$ cat src/hw/rtl/mis_pkg.sv
package mis_pkg;

    localparam int MAX_ITEMS = 64;
    localparam int VALUE_W   = 31;
    localparam int COUNT_W   = $clog2(MAX_ITEMS + 1);
    localparam int INDEX_W   = $clog2(MAX_ITEMS);

    // Commands from the controller to the sorting chain
    typedef struct packed {
        logic               insert;
        logic               shift;
        logic [COUNT_W-1:0] count;
    } mis_cmd_t;

endpackage

$ cat src/hw/rtl/mis_ctrl.sv
module mis_ctrl
    import mis_pkg::*;
(
    input  logic     aclk,
    input  logic     aresetn,
    input  logic     s_valid,
    output logic     s_ready,
    input  logic     s_last,
    output logic     m_valid,
    input  logic     m_ready,
    output logic     m_final_res,
    output logic     m_overflow,
    output mis_cmd_t cmd
);

    typedef enum logic [0:0] {
        COLLECT,
        EMIT
    } state_t;

    state_t             state_reg,   state_next;
    logic [COUNT_W-1:0] count_reg,   count_next;
    logic               dropped_reg, dropped_next;
    logic               in_take;
    logic               out_take;
    logic               full;

    assign full     = (count_reg == COUNT_W'(MAX_ITEMS));
    assign in_take  = s_valid && (state_reg == COLLECT);
    assign out_take = m_ready && (state_reg == EMIT);

    always_comb begin
        state_next   = state_reg;
        count_next   = count_reg;
        dropped_next = dropped_reg;
        unique case (state_reg)
            COLLECT: begin
                if (in_take) begin
                    if (full) begin
                        dropped_next = 1'b1;
                    end else begin
                        count_next = count_reg + COUNT_W'(1);
                    end
                    if (s_last) begin
                        state_next = EMIT;
                    end
                end
            end
            EMIT: begin
                if (out_take) begin
                    count_next = count_reg - COUNT_W'(1);
                    if (count_reg == COUNT_W'(1)) begin
                        dropped_next = 1'b0;
                        state_next   = COLLECT;
                    end
                end
            end
            default: state_next = COLLECT;
        endcase
    end

    always_ff @(posedge aclk) begin
        if (!aresetn) begin
            state_reg   <= COLLECT;
            count_reg   <= '0;
            dropped_reg <= 1'b0;
        end else begin
            state_reg   <= state_next;
            count_reg   <= count_next;
            dropped_reg <= dropped_next;
        end
    end

    assign s_ready     = (state_reg == COLLECT);
    assign m_valid     = (state_reg == EMIT);
    assign m_final_res = (count_reg == COUNT_W'(1));
    assign m_overflow  = dropped_reg;

    assign cmd.insert = in_take && !full;
    assign cmd.shift  = out_take;
    assign cmd.count  = count_reg;

endmodule

$ cat config.mk
export PLATFORM = sky130hd
export DESIGN_NAME = mis_ctrl
export DESIGN_NICKNAME = d
export VERILOG_FILES = /design/src/hw/rtl/mis_pkg.sv /design/src/hw/rtl/mis_ctrl.sv
export SDC_FILE = /design/constraint.sdc
export NUM_CORES = 1
export LEC_CHECK = 0
export CAP_MARGIN = 10
export CORE_AREA = 5 5 42 44
export DETAILED_ROUTE_END_ITERATION = 10
export DIE_AREA = 0 0 47 49
export DONT_BUFFER_PORTS = 1
export GPL_TIMING_DRIVEN = 0
export HOLD_SLACK_MARGIN = 0.03
export PLACE_DENSITY = 0.75
export SETUP_SLACK_MARGIN = 0.4
export SYNTH_ARGS = -nofsm -noshare
export SYNTH_HDL_FRONTEND = slang
export SYNTH_SLANG_ARGS = --single-unit
$ cat constraint.sdc
create_clock -name aclk -period 1.4 [get_ports aclk]
set_input_delay 0.14 -clock aclk [delete_from_list [all_inputs] [get_ports aclk]]
set_output_delay 0.14 -clock aclk [all_outputs]
set_load 0.1 [all_outputs]
---- Word level (Yosys, flattened, before mapping) ----
Cells that the tools add are included.
Widths: inputs -> output; s select.
cells by class
  add/subtract/negate cells ............... 2
  $mul .................................... 0
  divide/modulo/power cells ............... 0
  magnitude comparators ................... 0
  equality and inequality tests ........... 7
  shifts and indexed selects .............. 0
  mux-type cells .......................... 14
  bitwise logic cells ..................... 1
  reduce and logical (&&, ||, !) cells .... 6
operators by type and width
  cell                 number
  $mux 7               3
  $pmux 7 s2           1
  $mux 1               8
  $add 7x1->7 const B  1
  $eq 7x1->1 const B   1
  $eq 7x7->1 const B   1
  $sub 7x1->7 const B  1
  $ne 2x1->1 const B   3
  $ne 2x2->1 const B   2
  $pmux 1 s2           2
  $reduce_and 4->1     1
  $logic_and 1x1->1    3
  $reduce_and 3->1     1
  $logic_not 1->1      1
  $not 1->1            1
storage, ports and cells
  register bits ........................... 9
  latch bits .............................. 0
  bits in writable memories ............... 0
  ROM bits ................................ 0
  bits of input ports ..................... 5
  output and inout port bits .............. 13
  logic and storage cells ................. 33
  memories kept ........................... 0

---- Longest topological paths before layout ----
  word-level depth ........................ 4
  depth in mapped cells ................... 6
  gate-level depth less buffers ........... 5

---- Worst setup path after synthesis ----
OpenSTA, ideal clock, no wires.
  kind .................................... flip-flop to output port
  from .................................... register count_reg[1]
  to ...................................... output port cmd[8] (netlist name)
  data arrival time ....................... 3.841 ns
  data required time ...................... 1.260 ns
  slack ................................... -2.581 ns
  stages on the path, launching flop included .. 5
  path buffers ............................ 0
  cell sequence ........................... dfxtp_1 -> inv_1 -> ha_1 -> and3_2 -> nor3b_1
RTL lines
  element                 line            RTL
  start, declared         mis_ctrl.sv:22  logic [COUNT_W-1:0] count_reg, count_next;
  start signal, assigned  mis_ctrl.sv:69  count_reg <= count_next;
  end, declared           mis_ctrl.sv:13  output mis_cmd_t cmd

==> out/results.tsv <==
stage	metric	value	unit
run_status	outcome	finished with violations	
run_status	violations	negative setup slack	
yosys	syn_nets	80	
clock_network	clock_latency	260	ps
place	numPortBuffers	0	
die	io_pins	18	
power_and_ir_drop	ir_worst_vdd	0.640	mV
die	start_util	43.7	%
setup_path	slowest_delay	840	ps
yosys	postSynthAreaPerCell	8.62	sq um
timing	fin_setup_tns	-3930	ps
power_and_ir_drop	p_leak	0.350	nW
setup_path	path_max_fanout	7	
timing	finClkSkew	3.30	ps
power_and_ir_drop	p_per_area	1160	mW/mm^2
drt	drtAntennaViolNets	0	
die	die_height	49	um
drt	drc	0	
setup_path	arrival	2090	ps
power_and_ir_drop	p_comb_share	34.9	%
final_layout	nNetsFinal	93	
global_route	grt_max_degree	11	
die	rows	14	
place	dp_hpwl	982	um
yosys	synth_cells	71	
clock_network	clk_pin_slew	70	ps
setup_path	cp.depth	4	
power_and_ir_drop	power	1.06	mW
timing	slew_viol_final	0	
setup_path	cp_slowest_cell	nor3b_4	
power_and_ir_drop	p_clk_share	19.5	%
die	die_w	47	um
die	coreArea	0.00140	sq mm
setup_path	crit_path_cell_trace	inv_4 > ha_4 > and3_4 > nor3b_4	
setup_path	endpoint_kind	output port	
yosys	ys_warn_count	0	
timing	maxSlewHeadroom	30.8	%
place	gp_congestion	0.700	
timing	setup_viol	12	
clock_network	cts_sinks	9	
drt	postRouteWirelength	1520	um
timing	rsz0062_at_grt	true	
drt	vias	550	
yosys	yosysSeqAreaShare	29.4	%
drt	dr.pass1.iters	4	
setup_path	path_buf_inv	1	
worst_hold_path	hold_depth	2	
die	fp.dieArea	0.00230	sq mm
power_and_ir_drop	p_int	551	uW
timing	period_share	159	%
yosys	yosysUniqueCellTypes	30	
global_route	grt_pass1_vias	502	
global_route	overflow	0	
drt	vias_per_cell	5.56	
clock_network	cts_tree	built	
global_route	track_usage	13.5	%
global_route	grt_pass1_wl	2210	um
clock_network	cts_inserted_buffers	3	
final_layout	drive_above_1_share	50.6	%
timing	fmax	0.449	GHz
final_layout	antennaDiodeCount	0	
setup_path	path_delay_family	simple AND/OR/NAND/NOR gates	
setup_path	reg2reg_depth	6	
clock_network	cts-root-buf	clkbuf_4	
timing	finalHoldViolCount	0	
yosys	synth_seq_cells	9	
drt	dr.first_iter.drc_count	5	
drt	routedWlPerCell	15.3	um
worst_hold_path	holdCritPathClass	primary input to register	
setup_path	crit_type	register to output port	
timing	finalCriticalPeriod	2230	ps
power_and_ir_drop	p_switching	509	uW
timing	fin_ws	-827	ps
job	drv_cap	0	
yosys	synth_area	612	sq um
global_route	antenna_found_initial	0	
setup_path	crit_required	1260	ps
setup_path	cp-start-kind	register	
clock_network	cts.htree.levels	1	
final_layout	largest_reg_flops	7	
clock_network	cts_buffer_depth	2	
power_and_ir_drop	p_sw_share	48.0	%
power_and_ir_drop	p_seq_share	45.6	%
timing	tightestPinTransition	1040	ps
final_layout	n_fill_cell	117	
final_layout	area_delta_synth_final	48.9	%
[worst paths after layout]
path / from / to / slack (ps)
worst max-delay path: count_reg[0] / cmd[8] / -830
worst min-delay path: s_valid / m_overflow / 50
worst max register to register: count_reg[3] / count_reg[3] / -340
worst min register to register: count_reg[6] / count_reg[6] / 650
[power by group through the flow]
stage	Combinational [mW]	Clock, mW	Sequential [mW]
finish	0.370	0.207	0.483
global route	0.393	0.234	0.490
CTS	0.343	0.215	0.482
detailed placement	0.299	0	0.491
global placement	0.293	0	0.490
floorplan	0.270	0	0.480
[cells in the final DEF (no fill, tap or decap), drive strengths merged, types with 2 or more instances in the layout]
master,n
dfxtp,9
buf,8
nand3,6
clkbuf,6
nand2,5
a21oi,5
mux2i,4
nand2b,4
inv,4
ha,4
a21boi,3
nor2,2
o21ai,2
or3,2
and3,2
nor3b,2
and4b,2
[timing repair]
| item | 4_1_cts | 5_1_grt |
|---|---|---|
| hold buffers | 1 | 0 |
| setup buffers | 4 | 2 |
| resized for setup | 8 | 8 |
| pin swaps | 5 | 2 |
| gates cloned | 1 | 0 |
| hold endpoints to repair | 2 | 0 |
| endpoints found under the setup margin | 15 | 20 |
[cell type report]
cell class	instances	area [sq um]	share of cell area [%]
multi-input cells	53	485	53.3
flip-flops and latches	9	214	23.5
repair buffers	8	75.1	8.24
plain buffers	4	60.1	6.59
inverters	5	30.0	3.30
clock buffers	4	26.3	2.88
well taps	16	20.0	2.20
[synthesized netlist by cell type (all sizes together)]
master	count	share of area [%]
dfxtp	9	29
nand3	6	4.9
a21oi	5	4.1
inv	5	3.1
nand2	5	3.1
ha	4	8.2
mux2i	4	6.5
nand2b	4	4.1
a21boi	3	4.9
and3	2	2.5
and4b	2	3.5
buf	2	3.1
clkbuf	2	1.2
nor2	2	1.2
nor3b	2	2.5
o21ai	2	1.6
or3	2	2.0
a31oi	1	1.0
a41o	1	1.6
and2	1	1.0
and3b	1	1.4
nand4b	1	1.4
nor2b	1	1.0
nor4	1	2.0
o211a	1	1.6
xnor2	1	1.4
xor2	1	1.4
[routing by layer]
metal | vias up | wire length, um | GRT usage, % | part of all wire (%)
met1 | 259 | 649 | 15.9 | 43
li1 | 275 | - | - | -
met3 | 2 | 108 | 6.64 | 7.1
met5 | - | 0 | 0 | 0
met4 | 0 | 16 | 4.15 | 1.1
met2 | 14 | 743 | 21.0 | 49
[stage by stage]
stage          setup WS [ps]  utilization [%]  cells  area, sq um  hold WS (ps)
3_5_place_dp            -579             54.0     87          757           297
4_1_cts                 -839             61.1     97          856          44.9
6_report                -827             65.0     99          911          48.0
5_1_grt                 -906             65.0     99          911          55.5
2_1_floorplan           -537                -     71          737           285
3_3_place_gp            -567             54.0     87          757           292
[logic make-up (layout without fill, tap and decap cells)]
| group | count (synthesis) | count (layout) | synth area share [%] |
|---|---|---|---|
| AO/OA/AOI/OAI | 13 | 13 | 14.9 |
| XOR/XNOR | 2 | 2 | 2.86 |
| adder cells (fa/ha/maj) | 4 | 4 | 8.18 |
| buffers and inverters | 9 | 21 | 7.36 |
| flip-flops | 9 | 9 | 29.4 |
| multiplexers | 4 | 4 | 6.54 |
| AND/OR/NAND/NOR | 30 | 30 | 30.7 |
Note: power is estimated with default switching activity, not from simulation.
